### config.mk
export PLATFORM = sky130hd
export DESIGN_NAME = enl_cell
export DESIGN_NICKNAME = d
export VERILOG_FILES = /design/src/design/enl_pkg.sv /design/src/design/enl_cell.sv
export SDC_FILE = /design/constraint.sdc
export NUM_CORES = 1
export LEC_CHECK = 0
export BUFFER_PORTS_ARGS = -buffer_cell sky130_fd_sc_hd__buf_2
export CORE_UTILIZATION = 40
export DETAILED_ROUTE_END_ITERATION = 12
export PLACE_DENSITY = 0.7
export SLEW_MARGIN = 10
export SYNTH_ARGS = -nofsm -noshare
export SYNTH_HDL_FRONTEND = slang
export SYNTH_SLANG_ARGS = --single-unit
### constraint.sdc
create_clock -name clk_i -period 13.9 [get_ports clk_i]
set_input_delay 0.695 -clock clk_i [delete_from_list [all_inputs] [get_ports clk_i]]
set_output_delay 0.695 -clock clk_i [all_outputs]
set_load 0.02 [all_outputs]
### src/design/enl_pkg.sv
package enl_pkg;

  // field widths
  localparam int ADDR_W  = 32;
  localparam int POS_W   = 24;
  localparam int REV_W   = 8;
  localparam int SLOT_W  = 4;
  localparam int CNT_W   = 5;
  localparam int DIFF_W  = 25;
  localparam int MOP_W   = 67;
  localparam int PROD_W  = 134;
  localparam int DIVN_W  = 21;
  localparam int DIVD_W  = 13;

  // etx numerator, 2e6
  localparam logic [DIVN_W-1:0] ETX_NUM = 21'd2000000;
  // stationary-case threshold, 1000 s in 1/256 s units, and the zero min-time limit
  localparam logic [15:0] STILL_LIMIT = 16'd0;
  localparam logic [17:0] STILL_MIN   = 18'd256000;

  // action codes
  localparam logic [2:0] ACT_UPDATE = 3'd0;
  localparam logic [2:0] ACT_TICK   = 3'd1;
  localparam logic [2:0] ACT_ETX    = 3'd2;
  localparam logic [2:0] ACT_HYBRID = 3'd3;
  localparam logic [2:0] ACT_DUMP   = 3'd4;

  // status codes
  localparam logic [1:0] STS_OK       = 2'd0;
  localparam logic [1:0] STS_FULL     = 2'd1;
  localparam logic [1:0] STS_NOTFOUND = 2'd2;
  localparam logic [1:0] STS_EMPTY    = 2'd3;

  // configuration register indexes
  localparam logic REG_RANGE    = 1'b0;
  localparam logic REG_MIN_TIME = 1'b1;

  typedef enum logic [2:0] {
    S_IDLE,
    S_EXEC,
    S_DIV,
    S_LET,
    S_DUMP,
    S_RESP
  } state_e;

  // command broadcast to every cell
  typedef struct packed {
    logic                     upd;
    logic                     tick;
    logic                     hit_all;
    logic [ADDR_W-1:0]        addr;
    logic [REV_W-1:0]         rev;
    logic [SLOT_W-1:0]        slot;
    logic [SLOT_W-1:0]        nx;
    logic [SLOT_W-1:0]        cur;
    logic signed [POS_W-1:0]  px;
    logic signed [POS_W-1:0]  py;
    logic signed [POS_W-1:0]  vx;
    logic signed [POS_W-1:0]  vy;
  } cell_cmd_t;

  // contents of one cell as seen by the controller
  typedef struct packed {
    logic                     valid;
    logic [ADDR_W-1:0]        key;
    logic [CNT_W-1:0]         count;
    logic [REV_W-1:0]         rev;
    logic signed [POS_W-1:0]  px;
    logic signed [POS_W-1:0]  py;
    logic signed [POS_W-1:0]  vx;
    logic signed [POS_W-1:0]  vy;
  } cell_data_t;

endpackage

### src/design/enl_cell.sv
module enl_cell #(
  parameter int WINDOW_SLOTS = 12
) (
  input  logic                  clk_i,
  input  logic                  rst_ni,
  input  enl_pkg::cell_cmd_t    cmd_i,
  input  logic                  found_i,
  input  logic                  free_i,
  output logic                  found_o,
  output logic                  free_o,
  output logic                  sel_o,
  output enl_pkg::cell_data_t   data_o
);

  logic                                valid_q;
  logic [enl_pkg::ADDR_W-1:0]          key_q;
  logic [WINDOW_SLOTS-1:0]             map_q;
  logic [enl_pkg::REV_W-1:0]           rev_q;
  logic signed [enl_pkg::POS_W-1:0]    px_q, py_q, vx_q, vy_q;
  logic                                match, sel_free, wr;
  logic [WINDOW_SLOTS-1:0]             slot_bit, clr_bit;
  logic [enl_pkg::CNT_W-1:0]           cnt;
  logic [enl_pkg::SLOT_W:0]            cur_p1;

  // key match and first-hit / first-free chain
  assign match    = valid_q && (key_q == cmd_i.addr);
  assign sel_o    = match && !found_i;
  assign found_o  = found_i || match;
  assign sel_free = !valid_q && !free_i;
  assign free_o   = free_i || !valid_q;
  assign wr       = cmd_i.upd && (sel_o || (!cmd_i.hit_all && sel_free));

  // slot decode and probe count
  assign cur_p1 = {1'b0, cmd_i.cur} + 1'b1;
  always_comb begin
    cnt = '0;
    for (int j = 0; j < WINDOW_SLOTS; j++) begin
      slot_bit[j] = (cmd_i.slot == enl_pkg::SLOT_W'(j));
      clr_bit[j]  = cmd_i.tick && (cmd_i.nx == enl_pkg::SLOT_W'(j));
      if (({1'b0, cmd_i.cur} != (enl_pkg::SLOT_W+1)'(j)) &&
          (cur_p1 != (enl_pkg::SLOT_W+1)'(j))) begin
        cnt = cnt + enl_pkg::CNT_W'(map_q[j]);
      end
    end
  end

  // valid flag
  always_ff @(posedge clk_i or negedge rst_ni) begin
    if (!rst_ni) begin
      valid_q <= 1'b0;
    end else if (wr) begin
      valid_q <= 1'b1;
    end
  end

  // entry payload
  always_ff @(posedge clk_i) begin
    if (wr) begin
      key_q <= cmd_i.addr;
      map_q <= (valid_q ? map_q : '0) | slot_bit;
      rev_q <= cmd_i.rev;
      px_q  <= cmd_i.px;
      py_q  <= cmd_i.py;
      vx_q  <= cmd_i.vx;
      vy_q  <= cmd_i.vy;
    end else if (cmd_i.tick) begin
      map_q <= map_q & ~clr_bit;
    end
  end

  assign data_o.valid = valid_q;
  assign data_o.key   = key_q;
  assign data_o.count = cnt;
  assign data_o.rev   = rev_q;
  assign data_o.px    = px_q;
  assign data_o.py    = py_q;
  assign data_o.vx    = vx_q;
  assign data_o.vy    = vy_q;

endmodule

==> results.toml, run 1 <==
[sta]
setup_viol = 0
fmax_mhz = 113.7
slew_headroom_pct = 27.29
rsz0062_at_grt = "no"
fin_crit_sh_pct = 63.25
final.setup.tns_ps = 0
drv_slew = 0
tightestPinTransition_ps = 1091
period_minus_slack_ps = 8792
hold_viol = 0
finalClockSkew_ps = 16.26

[run]
maxCapViolCount = 0

[critical_path]
crit_top_cell = "ha_1"
crit_end = "data_o[108]"
critPathSlowestCell = "o41a_1"
path_max_fanout = 25
ff2ff_setup_slack_ps = 9880
worst-setup-path-type = "input pin to output pin"
max_stage_delay_ps = 450
critical_path.reg2reg.startpoint = "key_q[12]"
end_kind = "output pin"
start_kind = "input pin"
r2r-end = "px_q[2]"
rr_worst_depth = 10
startpoint = "cmd_i[97]"
worst_ep_required_time_ps = 13200
crit_arrival_ps = 8100

[logic_synthesis]
yosys.area.top_type = "edfxtp_1"
yosysMostFrequentCell = "edfxtp_1"
synthesis.area_sq_um = 6698
synth_nets = 624
seq_area_frac_synth_pct = 66.73
synth_edf_count = 148
synth_seq_cells = 149
ys_warn_count = 0
post_synth_num_cell_types = 62
async_flop_share_pct = 0.6711
syn-mean-instance-area_sq_um = 14.95
synth_area_leaders = "edfxtp_1, xnor2_1, ha_1, mux2_4, nand2_1"
syn_inst = 448
synth-main-ff-cell = "edfxtp_1"
synthTopCellsByCount = "edfxtp_1, xnor2_1, nand2_1"
synth_top_area_share_pct = 66.36

[final_layout]
drive_gt1_share_pct = 46.03
area_growth_pct = 35.05
finalNetCount = 932
diodes = 0
final_design_area_no_fill_sq_um = 9045

[power]
ir_drop_mv = 0.1041
p_leak_nw = 3.668
p_per_area_nw_per_um2 = 162.0

[clock_tree]
htreeDepth = 4
clk_path_buf_depth = 2
post_cts_buffers = 0
cts_tree = "built"
clkTransAtPathRegs_ps = 60
cts_hold_buf = 0
cts_made_buffers = 17
root_buffer = "clkbuf_16"
cts_sinks = 149
clk_latency_ps = 420
cts_resized = 0

[place]
place.gp.congestion = 1.032
portBuffers = 299
placed_area_sq_um = 8432
dp_hpwl_mm = 15.35

[drt]
first_pass_iters = 5
drt-total-wl_mm = 19.25
detail-route-antenna-nets = 0
drt_iter0_drc = 360
wl_per_cell_um = 19.54
route.detailed.drc = 0
viasPerCell = 5.117
vias = 5040

[grt]
grt_max_degree = 92
first_global_vias = 5126
grt_pass1_wl_mm = 28.51
antenna_found_initial = 4
track_usage_pct = 22.09
grt_overflow = 0

[die]
dieHeight_um = 131.4
die_width_um = 131.4
ios = 300
fp.dieArea_sq_um = 17270
fp.coreArea_sq_um = 16120
floorplan.initialDensity_pct = 41.56
fp-row-count = 46

[min_path]
min_path_type = "input pin to asynchronous set/reset pin"

[outcome]
status = "complete, no violations"
-- flip-flops by register name (all words and copies together), names as in the netlist --
signal   count
key_q       32
px_q        24
py_q        24
vx_q        24
vy_q        24
map_q       12
rev_q        8
valid_q      1
-- logic make-up (layout without fill, tap and decap cells) --
family | count (synthesis) | in the layout | synth area share [%]
buffers and inverters | 15 | 336 | 1.009
flip-flops | 149 | 149 | 66.73
AO/OA/AOI/OAI | 86 | 86 | 8.949
XOR/XNOR | 46 | 46 | 6.426
multiplexers | 18 | 18 | 3.456
adder cells (fa/ha/maj) | 22 | 22 | 4.072
AND/OR/NAND/NOR | 112 | 112 | 9.359
-- cell type report --
class / count / area (sq um)
sequential: 149 / 4469
tap: 216 / 270.3
clock inverter: 14 / 183.9
clock buffer: 18 / 429.2
fill: 1356 / 7071
inverter: 3 / 16.27
timing repair buffer: 301 / 1511
multi-input combinational: 284 / 2165
-- power breakdown --
group	leakage [nW]	switching [mW]	internal, mW
registers	1.36	0.0109	0.511
logic	2.01	0.257	0.211
clock network	0.298	0.201	0.274
total	3.67	0.469	0.997
-- how the worst min path moves through the flow --
stage,to,slack (ps),depth (start not counted)
after floorplan,valid_q,400,0
after global placement,valid_q,490,1
after detailed placement,valid_q,490,1
after CTS,valid_q,40,1
after global routing,valid_q,40,1
final,valid_q,50,1
-- layer usage --
metal	up-vias	wire length (um)	global-route usage (%)
li1	2372	-	-
met1	2377	7055	23.70
met2	227	9948	38.68
met3	56	1491	7.407
met4	8	700	11.05
met5	-	49	0
-- layout by cell type, fill, tap and decap left out, types with 5 or more instances in the layout --
| master | n |
|---|---|
| buf_2 | 299 |
| edfxtp_1 | 148 |
| xnor2_1 | 33 |
| nand2_1 | 26 |
| ha_1 | 21 |
| nor2_1 | 17 |
| clkbuf_16 | 17 |
| o21ai_0 | 16 |
| o211ai_1 | 12 |
| xor2_1 | 11 |
| nor2b_1 | 9 |
| mux2_4 | 9 |
| a22oi_1 | 8 |
| a21oi_1 | 8 |
| nand4_1 | 7 |
| nand2b_1 | 7 |
| a32oi_1 | 7 |
| nor3_1 | 6 |
| mux2_2 | 5 |
| nor4_1 | 5 |
| nand3_1 | 5 |
| and2_1 | 5 |
| inv_8 | 5 |
-- through the flow --
stage / power [mW] / util [%] / instances / worst slack, ps / hold WS (ps)
floorplan: 0.8780 / - / 448 / 5350 / 399.4
detailed placement: 0.9983 / 52.32 / 953 / 5095 / 486.5
CTS: 1.476 / 56.13 / 985 / 5085 / 35.83
global route: 1.538 / 56.13 / 985 / 4678 / 40.02
finish: 1.465 / 56.13 / 985 / 5108 / 54.36
global placement: 0.9861 / 52.32 / 953 / 5269 / 488.1
-- critical path, delay by kind of cell --
family,cells,cell delay [ps]
adder cells (fa/ha/maj),11,2940
multiplexers,9,2320
AO/OA/AOI/OAI,6,1040
XOR/XNOR,3,590
buffers and inverters,3,490
Power figures use the tool's default switching activity.
==> run 2: changes to the inputs <==
clock period = 9.1 ns   (was 13.9 ns; I/O delays follow)
==> run 2 against run 1 <==
  * Combinational power grew 53%
  * Utilization rose by 0.22 points
  * Clock power increased by 59%
  * Final area rose by 0.39%
  * Count of clock-buffer cells in the layout fell by 1
  * Highest routed layer unchanged
  * Clock skew about the same
  * Setup slack got worse by 4300 ps
  * Total power grew 55%
  * Non-clock buffer count up 1
  * Largest power group unchanged
  * Sequential share of layout area down 0.19 points
==> results.toml, run 2 (same netlist as run 1, synthesis figures left out) <==
[run]
maxCapViolCount = 0

[die]
fp.dieArea_sq_um = 17270
ios = 300
fp-row-count = 46
fp.coreArea_sq_um = 16120
floorplan.initialDensity_pct = 41.56
dieHeight_um = 131.4
die_width_um = 131.4

[drt]
vias = 5064
drt_iter0_drc = 371
first_pass_iters = 4
viasPerCell = 5.126
detail-route-antenna-nets = 0
wl_per_cell_um = 19.64
route.detailed.drc = 0
drt-total-wl_mm = 19.41

[final_layout]
drive_gt1_share_pct = 45.97
regArea_sq_um = 4469
n_fill_cell = 1364
final_cell_mix = "buf_2, edfxtp_1, xnor2_1, nand2_1, ha_1"
final_common_cell = "buf_2"
regMostFlops = "key_q"
largest_reg_flops = 32
multiInputGateArea_sq_um = 2165
area_growth_pct = 35.57
fin_util_pct = 56.34
finalNetCount = 933

[sta]
rsz0062_at_grt = "no"
period_minus_slack_ps = 8325
slew_headroom_pct = 27.35
fmax_mhz = 120.1
setup_viol = 0
finalClockSkew_ps = 16.08
fin_crit_sh_pct = 91.49
final.setup.tns_ps = 0
drv_slew = 0
hold_viol = 0
tightestPinTransition_ps = 1090

[grt]
grt_max_degree = 92
first_global_vias = 5081
antenna_found_initial = 8
grt_overflow = 0
grt_pass1_wl_mm = 28.92
track_usage_pct = 22.42

[clock_tree]
cts_resized = 0
clk_path_buf_depth = 2
clkTransAtPathRegs_ps = 70
cts_tree = "built"
clk_latency_ps = 420
htreeDepth = 4
cts_sinks = 149
cts_made_buffers = 17
post_cts_buffers = 0
root_buffer = "clkbuf_16"

[min_path]
worstHoldPathCells = 1
whs_endpoint = "px_q[17]"
min_path_type = "input pin to register"
min_from = "cmd_i[89]"

[place]
place.gp.congestion = 1.032
portBuffers = 299
dp_hpwl_mm = 15.40

[power]
ir_drop_mv = 0.1552
switching_share_pct = 31.78
p_clk_share_pct = 33.3
p_switching_mw = 0.7216
pwr-share-seq_pct = 35.1
p_per_area_nw_per_um2 = 250.1
p_int_mw = 1.549
power_frac_comb_pct = 31.6
p_leak_nw = 3.686

[critical_path]
crit_arrival_ps = 7870
critPathSlowestCell = "o41a_1"
crit_top_cell = "ha_1"
worst_ep_required_time_ps = 8650
end_kind = "output pin"
r2r-end = "px_q[12]"
rr_worst_depth = 10
max_stage_delay_ps = 450
start_kind = "input pin"
critical_path.reg2reg.startpoint = "key_q[12]"
path_max_fanout = 25
ff2ff_setup_slack_ps = 5040
worst-setup-path-type = "input pin to output pin"

[outcome]
status = "complete, no violations"
[run 2: cell count changes in the layout (fill, tap and decap cells not counted), sizes merged]
cell / before / now
clkinvlp: 1 / 0
inv: 11 / 12
dlygate4sd3: 0 / 1
diode: 0 / 2
clkbuf: 18 / 17
bufinv: 2 / 3
[run 2: repair_timing]
item	4_1_cts	5_1_grt
endpoints found under the hold margin	1	0
endpoints found under the setup margin	0	0
hold buffers	1	0
[run 2: worst max path at each step]
stage	from	end	cells after the start
2_1_floorplan	cmd_i[97]	data_o[108]	31
3_3_place_gp	cmd_i[97]	data_o[108]	32
3_5_place_dp	cmd_i[97]	data_o[108]	32
4_1_cts	cmd_i[97]	data_o[108]	32
5_1_grt	cmd_i[97]	data_o[108]	32
6_report	cmd_i[97]	data_o[108]	32
[run 2: area by class of cell]
cell class	instances	share of cell area, %
flip-flops and latches	149	49.22
multi-input cells	284	23.84
repair buffers	302	16.76
clock buffers	17	4.685
well taps	216	2.976
clock inverters	15	2.287
inverters	3	0.1791
diodes	2	0.05512
[run 2: metrics by stage]
step	worst slack (ps)	cell area (sq um)	cells	hold slack, ps	power [mW]
after global placement	948.5	8432	953	248.1	1.506
after CTS	761.4	9075	986	187.7	2.284
after floorplan	1030	6698	448	159.4	1.341
final	774.6	9080	988	203.2	2.271
after detailed placement	782.0	8432	953	246.7	1.527
after global routing	382.5	9077	987	184.6	2.383
[run 2: critical path, delay by kind of cell]
family / cells / cell delay, ps
compound gates: 6 / 1040
xor+xnor: 3 / 590
fa+ha+maj: 11 / 2940
buf+inv: 3 / 490
mux: 9 / 2360
[run 2: power groups by stage]
stage / Combinational, mW / Sequential [mW] / Clock [mW]
6_report: 0.718 / 0.798 / 0.756
2_1_floorplan: 0.518 / 0.823 / 0
5_1_grt: 0.791 / 0.800 / 0.792
3_3_place_gp: 0.694 / 0.812 / 0
4_1_cts: 0.719 / 0.798 / 0.767
3_5_place_dp: 0.714 / 0.813 / 0
[run 2: metal layers]
metal  routed length, um  global-route usage, %
met5                  59                      0
met3                1413                  7.562
met4                 547                  8.915
met1                7250                  24.98
met2               10140                  39.18
