==> config.mk <==
export PLATFORM = sky130hd
export DESIGN_NAME = enl_div
export DESIGN_NICKNAME = d
export VERILOG_FILES = /design/src/design/enl_pkg.sv /design/src/design/enl_div.sv
export SDC_FILE = /design/constraint.sdc
export NUM_CORES = 1
export LEC_CHECK = 0
export ABC_CLOCK_PERIOD_IN_PS = 3600
export CAP_MARGIN = 20
export CORE_ASPECT_RATIO = 0.7
export CORE_MARGIN = 4
export CORE_UTILIZATION = 60
export CTS_CLUSTER_DIAMETER = 40
export CTS_CLUSTER_SIZE = 12
export DETAILED_ROUTE_END_ITERATION = 8
export DONT_BUFFER_PORTS = 1
export GPL_TIMING_DRIVEN = 0
export PLACE_DENSITY_LB_ADDON = 0.05
export SLEW_MARGIN = 15
export SYNTH_ARGS = -nofsm -noshare
export SYNTH_HDL_FRONTEND = slang
export SYNTH_SLANG_ARGS = --single-unit
==> constraint.sdc <==
create_clock -name clk_i -period 3.6 [get_ports clk_i]
set_input_delay 0.72 -clock clk_i [delete_from_list [all_inputs] [get_ports clk_i]]
set_output_delay 0.72 -clock clk_i [all_outputs]
set_load 0.02 [all_outputs]
==> src/design/enl_pkg.sv <==
package enl_pkg;

  // field widths
  localparam int ADDR_W  = 32;
  localparam int POS_W   = 24;
  localparam int REV_W   = 8;
  localparam int SLOT_W  = 4;
  localparam int CNT_W   = 5;
  localparam int DIFF_W  = 25;
  localparam int MOP_W   = 67;
  localparam int PROD_W  = 134;
  localparam int DIVN_W  = 21;
  localparam int DIVD_W  = 13;

  // etx numerator, 2e6
  localparam logic [DIVN_W-1:0] ETX_NUM = 21'd2000000;
  // stationary-case threshold, 1000 s in 1/256 s units, and the zero min-time limit
  localparam logic [15:0] STILL_LIMIT = 16'd0;
  localparam logic [17:0] STILL_MIN   = 18'd256000;

  // action codes
  localparam logic [2:0] ACT_UPDATE = 3'd0;
  localparam logic [2:0] ACT_TICK   = 3'd1;
  localparam logic [2:0] ACT_ETX    = 3'd2;
  localparam logic [2:0] ACT_HYBRID = 3'd3;
  localparam logic [2:0] ACT_DUMP   = 3'd4;

  // status codes
  localparam logic [1:0] STS_OK       = 2'd0;
  localparam logic [1:0] STS_FULL     = 2'd1;
  localparam logic [1:0] STS_NOTFOUND = 2'd2;
  localparam logic [1:0] STS_EMPTY    = 2'd3;

  // configuration register indexes
  localparam logic REG_RANGE    = 1'b0;
  localparam logic REG_MIN_TIME = 1'b1;

  typedef enum logic [2:0] {
    S_IDLE,
    S_EXEC,
    S_DIV,
    S_LET,
    S_DUMP,
    S_RESP
  } state_e;

  // command broadcast to every cell
  typedef struct packed {
    logic                     upd;
    logic                     tick;
    logic                     hit_all;
    logic [ADDR_W-1:0]        addr;
    logic [REV_W-1:0]         rev;
    logic [SLOT_W-1:0]        slot;
    logic [SLOT_W-1:0]        nx;
    logic [SLOT_W-1:0]        cur;
    logic signed [POS_W-1:0]  px;
    logic signed [POS_W-1:0]  py;
    logic signed [POS_W-1:0]  vx;
    logic signed [POS_W-1:0]  vy;
  } cell_cmd_t;

  // contents of one cell as seen by the controller
  typedef struct packed {
    logic                     valid;
    logic [ADDR_W-1:0]        key;
    logic [CNT_W-1:0]         count;
    logic [REV_W-1:0]         rev;
    logic signed [POS_W-1:0]  px;
    logic signed [POS_W-1:0]  py;
    logic signed [POS_W-1:0]  vx;
    logic signed [POS_W-1:0]  vy;
  } cell_data_t;

endpackage

==> src/design/enl_div.sv <==
module enl_div (
  input  logic                        clk_i,
  input  logic                        rst_ni,
  input  logic                        start_i,
  input  logic [enl_pkg::DIVN_W-1:0]  num_i,
  input  logic [enl_pkg::DIVD_W-1:0]  den_i,
  output logic                        done_o,
  output logic [enl_pkg::DIVN_W-1:0]  quo_o
);

  logic                        busy_q, done_q;
  logic [4:0]                  cnt_q;
  logic [enl_pkg::DIVN_W-1:0]  num_q, quo_q;
  logic [enl_pkg::DIVD_W-1:0]  den_q, rem_q;
  logic [enl_pkg::DIVD_W:0]    rem_t;
  logic                        ge;

  // one restoring step per cycle
  assign rem_t = {rem_q, num_q[enl_pkg::DIVN_W-1]};
  assign ge    = rem_t >= {1'b0, den_q};

  always_ff @(posedge clk_i or negedge rst_ni) begin
    if (!rst_ni) begin
      busy_q <= 1'b0;
      done_q <= 1'b0;
      cnt_q  <= '0;
    end else begin
      done_q <= 1'b0;
      if (start_i) begin
        busy_q <= 1'b1;
        cnt_q  <= '0;
      end else if (busy_q) begin
        cnt_q <= cnt_q + 1'b1;
        if (cnt_q == 5'(enl_pkg::DIVN_W - 1)) begin
          busy_q <= 1'b0;
          done_q <= 1'b1;
        end
      end
    end
  end

  always_ff @(posedge clk_i) begin
    if (start_i) begin
      num_q <= num_i;
      den_q <= den_i;
      rem_q <= '0;
      quo_q <= '0;
    end else if (busy_q) begin
      num_q <= {num_q[enl_pkg::DIVN_W-2:0], 1'b0};
      rem_q <= ge ? enl_pkg::DIVD_W'(rem_t - {1'b0, den_q})
                  : rem_t[enl_pkg::DIVD_W-1:0];
      quo_q <= {quo_q[enl_pkg::DIVN_W-2:0], ge};
    end
  end

  assign done_o = done_q;
  assign quo_o  = quo_q;

endmodule

==> results of run 1 <==
[worst max-delay path by stage]
stage / endpoint / start / cells after the start / slack [ns]
global route: rem_q[2]$_SDFFE_PP0P_ / num_q[20]$_DFFE_PP_ / 10 / 0.61
detailed placement: rem_q[2]$_SDFFE_PP0P_ / num_q[20]$_DFFE_PP_ / 10 / 0.88
global placement: rem_q[2]$_SDFFE_PP0P_ / num_q[20]$_DFFE_PP_ / 10 / 0.97
floorplan: rem_q[10]$_SDFFE_PP0P_ / num_q[20]$_DFFE_PP_ / 10 / 1.33
CTS: rem_q[2]$_SDFFE_PP0P_ / num_q[20]$_DFFE_PP_ / 10 / 0.84
finish: rem_q[2]$_SDFFE_PP0P_ / num_q[20]$_DFFE_PP_ / 10 / 0.81
[worst max-delay path, stage by stage (launching register included)]
cell	delay, ns
edfxtp_1	0.36
inv_1	0.05
ha_1	0.22
fa_1	0.43
nor2b_1	0.25
o31a_1	0.27
o211ai_2	0.14
a22oi_1	0.36
buf_6	0.23
nand2_2	0.07
a311oi_2	0.30
[where the power goes]
group / switching [mW] / leakage (nW) / internal, mW
Combinational: 0.0929 / 0.963 / 0.0733
Sequential: 0.0160 / 0.716 / 0.936
Clock: 0.312 / 0.124 / 0.423
Total: 0.421 / 1.80 / 1.43
[logic make-up after synthesis]
kind of cell,count (synthesis),share of synthesized area [%]
simple gates,100,13.26
flops,75,49.24
compound gates,57,12.71
mux,44,12.21
buf+inv,43,5.055
fa+ha+maj,16,5.450
xor+xnor,9,2.068
[cell usage after synthesis (5+ instances only)]
cell,count
inv_1,23
nand2_2,5
nor3_1,6
mux2_2,20
dfrtp_1,7
nand3_1,7
ha_1,15
a311oi_2,6
edfxtp_1,34
nor2_1,42
mux2i_1,24
clkbuf_1,13
a21oi_1,7
xnor2_1,5
nand2_1,15
dfxtp_1,34
o21ai_0,6
[cells in the final DEF, fill, tap and decap left out, types with 3 or more instances in the layout]
cell and count:
clkbuf_1 14, o21ai_1 4, nor2b_1 3, dfrtp_1 7, nand3b_1 3, and3_1 3
a211oi_1 3, nor2_1 42, inv_1 23, o2111ai_1 3, mux2i_1 24, o21a_1 3
o21ai_0 6, edfxtp_1 34, a311oi_2 6, nand2b_1 3, nand2_2 5, nor3_1 6
clkbuf_16 4, xnor2_1 5, clkbuf_8 9, buf_6 3, nor4_1 4, nand2_1 15
dfxtp_1 34, ha_1 15, nand3_1 7, xor2_1 4, mux2_2 20, a21o_1 3
a21oi_1 7
[layer usage]
layer | track usage (%) | share of wire (%)
met2 | 31.84 | 45
met3 | 8.333 | 6.9
met1 | 30.40 | 48
met4 | 4.310 | 0.57
met5 | 0 | 0
[area by class of cell]
class / count / area, sq um / share of cell area [%]
multi-input cells: 226 / 1742 / 41.97
plain buffers: 20 / 106.4 / 2.563
flip-flops and latches: 75 / 1877 / 45.22
clock inverters: 2 / 17.52 / 0.4221
inverters: 23 / 86.33 / 2.080
well taps: 75 / 93.84 / 2.261
clock buffers: 14 / 227.7 / 5.487
[per-stage QoR]
step	utilization [%]	hold slack (ns)	std cells	cell area [sq um]
6_report	70.01	0.05959	435	4150
5_1_grt	70.01	0.02305	435	4150
3_5_place_dp	65.87	0.4246	419	3905
2_1_floorplan	-	0.4244	344	3811
4_1_cts	70.01	0.04143	435	4150
3_3_place_gp	65.87	0.4246	419	3905
[sequential cells by signal, summed over array words and instances (netlist names)]
name	cells
cnt_q	5
num_q	21
rem_q	13
quo_o	21
den_q	13
busy_q	1
done_o	1
==> results.sh, run 1 <==
export IMPL_slew_headroom_pct=43.59
export IMPL_min_period_ns=2.786
export IMPL_synth_top_area_cell="edfxtp_1"
export IMPL_setup_viol=0
export IMPL_dieArea_sq_um=7711
export IMPL_grt_max_degree=22
export IMPL_ys_seq_area_share_pct=49.24
export IMPL_worst_slew_pin_slew_ns=0.8441
export IMPL_grtUsageTotal_pct=21.50
export IMPL_syn_inst=344
export IMPL_hold_violations=0
export IMPL_synth_cell_types=57
export IMPL_nets=408
export IMPL_critical_path_startpoint_type="flip-flop"
export IMPL_worst_slack_ns=0.8145
export IMPL_synth_area_leaders="edfxtp_1 27%, dfxtp_1 18%, mux2i_1 6.3%"
export IMPL_critPathKind="reg2reg"
export IMPL_viasPerCell=5.920
export IMPL_arrival_ns=3.03
export IMPL_synth_top_cell_area_share_pct=26.79
export IMPL_drive_gt1_share_pct=17.22
export IMPL_crit_required_ns=3.85
export IMPL_ff2ff_setup_slack_ns=0.81
export IMPL_ctsHoldBuffers=0
export IMPL_rsz0062_at_grt="no"
export IMPL_ir_drop_v=0.0002367
export IMPL_min_path_type="in2async"
export IMPL_clk_pin_slew_ns=0.08
export IMPL_endpoint_kind="flip-flop"
export IMPL_diodes=0
export IMPL_clk_latency_ns=0.35
export IMPL_cts_made_buffers=9
export IMPL_synthToLayoutAreaGrowth_pct=8.897
export IMPL_htree_levels=3
export IMPL_drv_slew=0
export IMPL_fin_crit_sh_pct=77.38
export IMPL_ys_flop_type="edfxtp_1"
export IMPL_wl_per_cell_um=17.69
export IMPL_vias=2575
export IMPL_num_rows=23
export IMPL_drt_wl_total_um=7695
export IMPL_drc=0
export IMPL_n_fill_cell=445
export IMPL_die_y_um=74.68
export IMPL_gr_total_overflow=0
export IMPL_power_density_nw_per_um2=446.4
export IMPL_drv_cap=0
export IMPL_fmax_mhz=359.0
export IMPL_run_status="finished clean"
export IMPL_grt_first_pass_wirelength_um=12370
export IMPL_worstRegToRegCells=10
export IMPL_fin_worst_skew_ns=0.01134
export IMPL_first_global_vias=2462
export IMPL_setup_tns_ns=0
export IMPL_critical_path_max_fanout=10
export IMPL_synth_seq_cells=75
export IMPL_gp_congestion=0.8432
export IMPL_cts_resized=0
export IMPL_netlist_area_sq_um=3811
export IMPL_p_leak_nw=1.803
export IMPL_yosysWarnings=0
export IMPL_clockRootBuffer="clkbuf_8"
export IMPL_cts_sinks=75
export IMPL_ys_async_sr_fraction_pct=9.333
export IMPL_drtAntennaViolNets=0
export IMPL_cts_buffer_depth=2
export IMPL_die_w_um=103.3
export IMPL_portBuffers=0
export IMPL_p_total_mw=1.853
export IMPL_antenna_found_initial=0
export IMPL_core_area_sq_um=5928
export IMPL_post_cts_buffers=0
export IMPL_crit_reg2reg_launch="num_q[20]$_DFFE_PP_"
export IMPL_syn_nets=397
export IMPL_syn_area_per_cell_sq_um=11.08
export IMPL_cts_tree="yes"
export IMPL_start_util_pct=64.29
export IMPL_hpwl_um=5484
export IMPL_place_worst_setup_slack_ns=0.8823
export IMPL_synth_edff_count=34
export IMPL_ioPinCount=59
export IMPL_drt_pre_antenna_iters=4
export IMPL_drtIter0Drc=122
export IMPL_r2r_end="rem_q[2]$_SDFFE_PP0P_"
Power figures use the tool's default switching activity.
==> run 2: changes to the inputs <==
--- a/config.mk
+++ b/config.mk
@@ -5,7 +5,7 @@
 export SDC_FILE = /design/constraint.sdc
 export NUM_CORES = 1
 export LEC_CHECK = 0
-export ABC_CLOCK_PERIOD_IN_PS = 3600
+export ABC_CLOCK_PERIOD_IN_PS = 2670
 export CAP_MARGIN = 20
 export CORE_ASPECT_RATIO = 0.7
 export CORE_MARGIN = 4
==> constraint.sdc (replaced) <==
create_clock -name clk_i -period 2.67 [get_ports clk_i]
set_input_delay 0.534 -clock clk_i [delete_from_list [all_inputs] [get_ports clk_i]]
set_output_delay 0.534 -clock clk_i [all_outputs]
set_load 0.02 [all_outputs]
==> run 2 against run 1 <==
Utilization increased by 0.68 points. Sequential cell count did not move. Clock power rose by 35%. Die area unchanged. Fmax up 11%. First-iteration DRC count decreased by 1.6%. Sequential share of layout area down 0.43 points. Critical path depth unchanged. Worst hold slack improved by 0.22 ns. Wire length rose by 1.2%. Highest routed layer unchanged.
==> results.sh, run 2 (synthesis gave the netlist of run 1 again) <==
export IMPL_drtIter0Drc=120
export IMPL_setup_viol=0
export IMPL_p_seq_share_pct=51.2
export IMPL_critical_path_buf_inv_count=2
export IMPL_die_w_um=103.3
export IMPL_n_fill_cell=444
export IMPL_slew_headroom_pct=43.46
export IMPL_min_period_ns=2.513
export IMPL_drive_gt1_share_pct=18.46
export IMPL_critical_path_max_fanout=5
export IMPL_fin_crit_sh_pct=94.11
export IMPL_crit_slowest_cell="fa_2"
export IMPL_start_util_pct=64.29
export IMPL_power_density_nw_per_um2=598.3
export IMPL_hold_violations=0
export IMPL_critPathTopFamily="compound AO/OA/AOI/OAI gates"
export IMPL_portBuffers=0
export IMPL_grt_first_pass_wirelength_um=12390
export IMPL_first_global_vias=2463
export IMPL_ir_drop_v=0.0003194
export IMPL_clk_latency_ns=0.35
export IMPL_post_route_cell_area_sq_um=4190
export IMPL_ioPinCount=59
export IMPL_layout_common_cells="42 x nor2_1, 34 x edfxtp_1, 34 x dfxtp_1, 24 x mux2i_1, 23 x inv_1"
export IMPL_clk_pin_slew_ns=0.08
export IMPL_cts_sinks=75
export IMPL_p_leak_nw=1.822
export IMPL_cts_tree="yes"
export IMPL_layout_commonest_cell="nor2_1"
export IMPL_dp_cells=419
export IMPL_worst_hold_slack_ns=0.2779
export IMPL_die_y_um=74.68
export IMPL_drv_slew=0
export IMPL_cts_buffer_depth=2
export IMPL_hpwl_um=5484
export IMPL_gr_total_overflow=0
export IMPL_min_path_type="in2reg"
export IMPL_critPathKind="reg2reg"
export IMPL_htree_levels=3
export IMPL_dieArea_sq_um=7711
export IMPL_num_rows=23
export IMPL_drc=0
export IMPL_drv_cap=0
export IMPL_clockRootBuffer="clkbuf_8"
export IMPL_core_area_sq_um=5928
export IMPL_final_cells=438
export IMPL_critPathMaxStageDelay_ns=0.39
export IMPL_grt_max_degree=22
export IMPL_rsz0062_at_grt="yes"
export IMPL_synthToLayoutAreaGrowth_pct=9.948
export IMPL_drtAntennaViolNets=0
export IMPL_endpoint_kind="flip-flop"
export IMPL_fin_worst_skew_ns=0.01058
export IMPL_p_total_mw=2.507
export IMPL_crit_required_ns=2.93
export IMPL_diodes=0
export IMPL_viasPerCell=5.884
export IMPL_wl_per_cell_um=17.77
export IMPL_power_switching_mw=0.5725
export IMPL_cts_made_buffers=9
export IMPL_clockPowerShare_pct=39.6
export IMPL_postPlaceCellArea_sq_um=3905
export IMPL_fmax_mhz=398.0
export IMPL_p_int_mw=1.935
export IMPL_run_status="finished clean"
export IMPL_worst_slew_pin_slew_ns=0.8460
export IMPL_drt_wl_total_um=7784
export IMPL_nets=411
export IMPL_antenna_found_initial=0
export IMPL_critical_path_startpoint_type="flip-flop"
export IMPL_ff2ff_setup_slack_ns=0.16
export IMPL_drt_pre_antenna_iters=4
export IMPL_swShare_pct=22.84
export IMPL_arrival_ns=2.77
export IMPL_worstPathCellList="inv_1 > ha_1 > fa_2 > nor2b_4 > o31a_1 > o211ai_2 > a22oi_2 > buf_4 > nand2_2 > a311oi_2"
export IMPL_gp_congestion=0.8432
export IMPL_vias=2577
export IMPL_grtUsageTotal_pct=21.50
export IMPL_p_comb_share_pct=9.2
run 2: cell count changes in the layout (fill, tap and decap cells not counted), sizes merged:
cell,delta
buf,+2
dlygate4sd3,+1
run 2: power by group through the flow:
| stage | Sequential [mW] | Clock (mW) | Combinational (mW) |
|---|---|---|---|
| finish | 1.28 | 0.993 | 0.231 |
| global route | 1.29 | 1.07 | 0.258 |
| CTS | 1.28 | 1.02 | 0.226 |
| detailed placement | 1.31 | 0 | 0.220 |
| global placement | 1.31 | 0 | 0.214 |
| floorplan | 1.30 | 0 | 0.183 |
run 2: metal layers:
| metal | global-route usage, % | routed length (um) |
|---|---|---|
| met4 | 4.310 | 64 |
| met3 | 8.333 | 690 |
| met2 | 31.84 | 3394 |
| met1 | 30.40 | 3635 |
| met5 | 0 | 0 |
run 2: path summary, 6_finish.rpt:
| check | start | endpoint | cells after the start |
|---|---|---|---|
| min reg2reg | rem_q[8]$_SDFFE_PP0P_ | rem_q[8]$_SDFFE_PP0P_ | 2 |
| max reg2reg | num_q[20]$_DFFE_PP_ | rem_q[3]$_SDFFE_PP0P_ | 10 |
| max | num_q[20]$_DFFE_PP_ | rem_q[3]$_SDFFE_PP0P_ | 10 |
| max in group asynchronous | rst_ni | cnt_q[1]$_DFFE_PN0P_ | 1 |
| min in group asynchronous | rst_ni | cnt_q[2]$_DFFE_PN0P_ | 1 |
| min | den_i[0] | den_q[0]$_DFFE_PP_ | 0 |
run 2: cell type report:
cell class	instances	area (sq um)	area share, %
inverters	23	86.33	2.060
flip-flops and latches	75	1877	44.79
multi-input cells	226	1757	41.92
clock inverters	2	17.52	0.4180
repair buffers	3	25.02	0.5972
well taps	75	93.84	2.239
clock buffers	14	227.7	5.434
plain buffers	20	106.4	2.538
run 2: worst register-to-register path, delay by kind of cell (launching register included):
family	cells	cell delay [ns]
AO/OA/AOI/OAI	4	0.95
buffers and inverters	2	0.28
AND/OR/NAND/NOR	2	0.22
flip-flops	1	0.36
adder cells (fa/ha/maj)	2	0.62
run 2: timing repair:
item                                   CTS  global route
gates resized for setup                  1             5
hold buffers                             1             0
buffers inserted                         0             1
pin swaps                                0             3
setup endpoints to repair                7            10
cloned                                   0             1
endpoints found under the hold margin    7             0
run 2: stage by stage:
| stage | utilization (%) | TNS (ns) | worst slack, ns |
|---|---|---|---|
| floorplan | - | 0 | 0.3999 |
| global placement | 65.87 | 0 | 0.03687 |
| detailed placement | 65.87 | -0.04767 | -0.04767 |
| CTS | 70.26 | 0 | 0.02932 |
| global route | 70.68 | -0.02687 | -0.02233 |
| finish | 70.68 | 0 | 0.1571 |
==> run 3: changes to the inputs <==
--- a/config.mk
+++ b/config.mk
@@ -15,7 +15,7 @@
 export DETAILED_ROUTE_END_ITERATION = 8
 export DONT_BUFFER_PORTS = 1
 export GPL_TIMING_DRIVEN = 0
-export PLACE_DENSITY_LB_ADDON = 0.05
+export PLACE_DENSITY = 0.77
 export SLEW_MARGIN = 15
 export SYNTH_ARGS = -nofsm -noshare
 export SYNTH_HDL_FRONTEND = slang
==> run 3 against run 2 <==
Register-to-register slack got worse by 0.02 ns. Utilization decreased by 0.76 points. Non-clock buffer count decreased by 2. Total power decreased by 1.1%. Cell count decreased by 0.46%. Via count increased by 1.6%. Die area unchanged. Clock skew decreased by 0.0034 ns. Fmax decreased by 0.60%. Clock power decreased by 2.9%. Wire length increased by 0.28%.
==> results.sh, run 3 (synthesis gave the netlist of run 1 again) <==
export IMPL_run_status="finished clean"
export IMPL_rsz0062_at_grt="no"
export IMPL_worst_hold_slack_ns=0.2817
export IMPL_viasPerCell=6.002
export IMPL_die_w_um=103.3
export IMPL_synthToLayoutAreaGrowth_pct=8.766
export IMPL_grt_max_degree=22
export IMPL_cts_sinks=75
export IMPL_min_period_ns=2.528
export IMPL_critical_path_max_fanout=10
export IMPL_worstRegToRegCells=10
export IMPL_p_leak_nw=1.796
export IMPL_critPathKind="reg2reg"
export IMPL_wl_met1_um=3570
export IMPL_dieArea_sq_um=7711
export IMPL_min_path_type="in2reg"
export IMPL_drc=0
export IMPL_post_cts_buffers=0
export IMPL_place_worst_setup_slack_ns=0.07466
export IMPL_hpwl_um=5692
export IMPL_wl_per_cell_um=17.90
export IMPL_endpoint_kind="flip-flop"
export IMPL_layout_commonest_cell="nor2_1"
export IMPL_core_area_sq_um=5928
export IMPL_fin_worst_skew_ns=0.007189
export IMPL_drt_wl_total_um=7806
export IMPL_slew_headroom_pct=44.73
export IMPL_crit_required_ns=2.93
export IMPL_cts_made_buffers=9
export IMPL_highest_signal_layer="met5"
export IMPL_drtAntennaViolNets=0
export IMPL_cts_tree="yes"
export IMPL_drtIter0Drc=173
export IMPL_cts_buffer_depth=2
export IMPL_fin_crit_sh_pct=94.68
export IMPL_gr_total_overflow=0
export IMPL_antenna_found_initial=1
export IMPL_ioPinCount=59
export IMPL_diodes=0
export IMPL_clk_pin_slew_ns=0.08
export IMPL_grt_first_pass_wirelength_um=12490
export IMPL_start_util_pct=64.29
export IMPL_clockRootBuffer="clkbuf_8"
export IMPL_gp_congestion=0.8566
export IMPL_portBuffers=0
export IMPL_hold_violations=0
export IMPL_power_density_nw_per_um2=598.1
export IMPL_fmax_mhz=395.6
export IMPL_layout_common_cells="42 x nor2_1, 34 x edfxtp_1, 34 x dfxtp_1, 24 x mux2i_1, 23 x inv_1"
export IMPL_arrival_ns=2.78
export IMPL_p_total_mw=2.479
export IMPL_nets=409
export IMPL_route_met2_wl_um=3557
export IMPL_drv_cap=0
export IMPL_critical_path_startpoint_type="flip-flop"
export IMPL_htree_levels=3
export IMPL_grtUsageTotal_pct=21.59
export IMPL_wl_met3_um=568
export IMPL_num_rows=23
export IMPL_setup_viol=0
export IMPL_clk_latency_ns=0.35
export IMPL_worst_slew_pin_slew_ns=0.8270
export IMPL_vias=2617
export IMPL_setup_tns_ns=0
export IMPL_hold_depth=0
export IMPL_first_global_vias=2501
export IMPL_drive_gt1_share_pct=17.73
export IMPL_drv_slew=0
export IMPL_ir_drop_v=0.0005531
export IMPL_worst_slack_ns=0.1420
export IMPL_drt_pre_antenna_iters=4
export IMPL_die_y_um=74.68
## run 3: cell count changes in the layout (fill, tap and decap cells not counted)
| cell | delta |
|---|---|
| clkbuf_16 | -4 |
| fa_2 | -1 |
| clkinv_1 | +1 |
| clkbuf_1 | -1 |
| bufinv_16 | +2 |
| inv_6 | +2 |
| fa_1 | +1 |
| buf_4 | -2 |
| nor2b_2 | +1 |
| nor2b_4 | -1 |
## run 3: layout make-up
class | instances | area [sq um]
Sequential cell | 75 | 1877
Fill cell | 442 | 1783
Multi-Input combinational cell | 226 | 1749
Clock buffer | 9 | 123.9
Buffer | 20 | 106.4
Clock inverter | 7 | 98.84
Tap cell | 75 | 93.84
Inverter | 23 | 86.33
Timing Repair Buffer | 1 | 10.01
## run 3: worst paths after layout
check / end / slack, ns / startpoint
max: rem_q[4]$_SDFFE_PP0P_ / 0.14 / num_q[20]$_DFFE_PP_
min: den_q[6]$_DFFE_PP_ / 0.28 / den_i[6]
max reg2reg: rem_q[4]$_SDFFE_PP0P_ / 0.14 / num_q[20]$_DFFE_PP_
min reg2reg: rem_q[7]$_SDFFE_PP0P_ / 0.54 / rem_q[6]$_SDFFE_PP0P_
max in group asynchronous: cnt_q[3]$_DFFE_PN0P_ / 1.91 / rst_ni
min in group asynchronous: done_o$_DFF_PN0_ / 0.51 / rst_ni
## run 3: power by group
part	switching [mW]	internal [mW]	total, mW
clock	0.430	0.534	0.964
sequential	0.0222	1.26	1.28
combinational	0.130	0.101	0.231
## run 3: stage by stage
stage               instance area, sq um  std cells  util (%)
finish                              4145        436     69.92
global placement                    3905        419     65.87
detailed placement                  3905        419     65.87
CTS                                 4138        436     69.80
floorplan                           3811        344         -
global route                        4145        436     69.92
## run 3: what timing repair did
item                                   in CTS  in global routing
resized for setup                           0                  2
endpoints found under the hold margin       7                  0
hold buffers                                1                  0
setup endpoints to repair                   0                 10
## run 3: per-layer routing
metal	track usage, %	vias up
met5	0	-
met4	5.603	2
met3	8.796	17
met2	31.91	73
met1	29.84	1259
li1	-	1266
## run 3: critical path: stages, from the launching register on
cell and delay (ns):
edfxtp_1 0.37, inv_1 0.05, ha_1 0.22, fa_1 0.41
nor2b_2 0.19, o31a_1 0.25, o211ai_2 0.14, a22oi_2 0.24
buf_6 0.22, nand2_2 0.07, a311oi_2 0.26
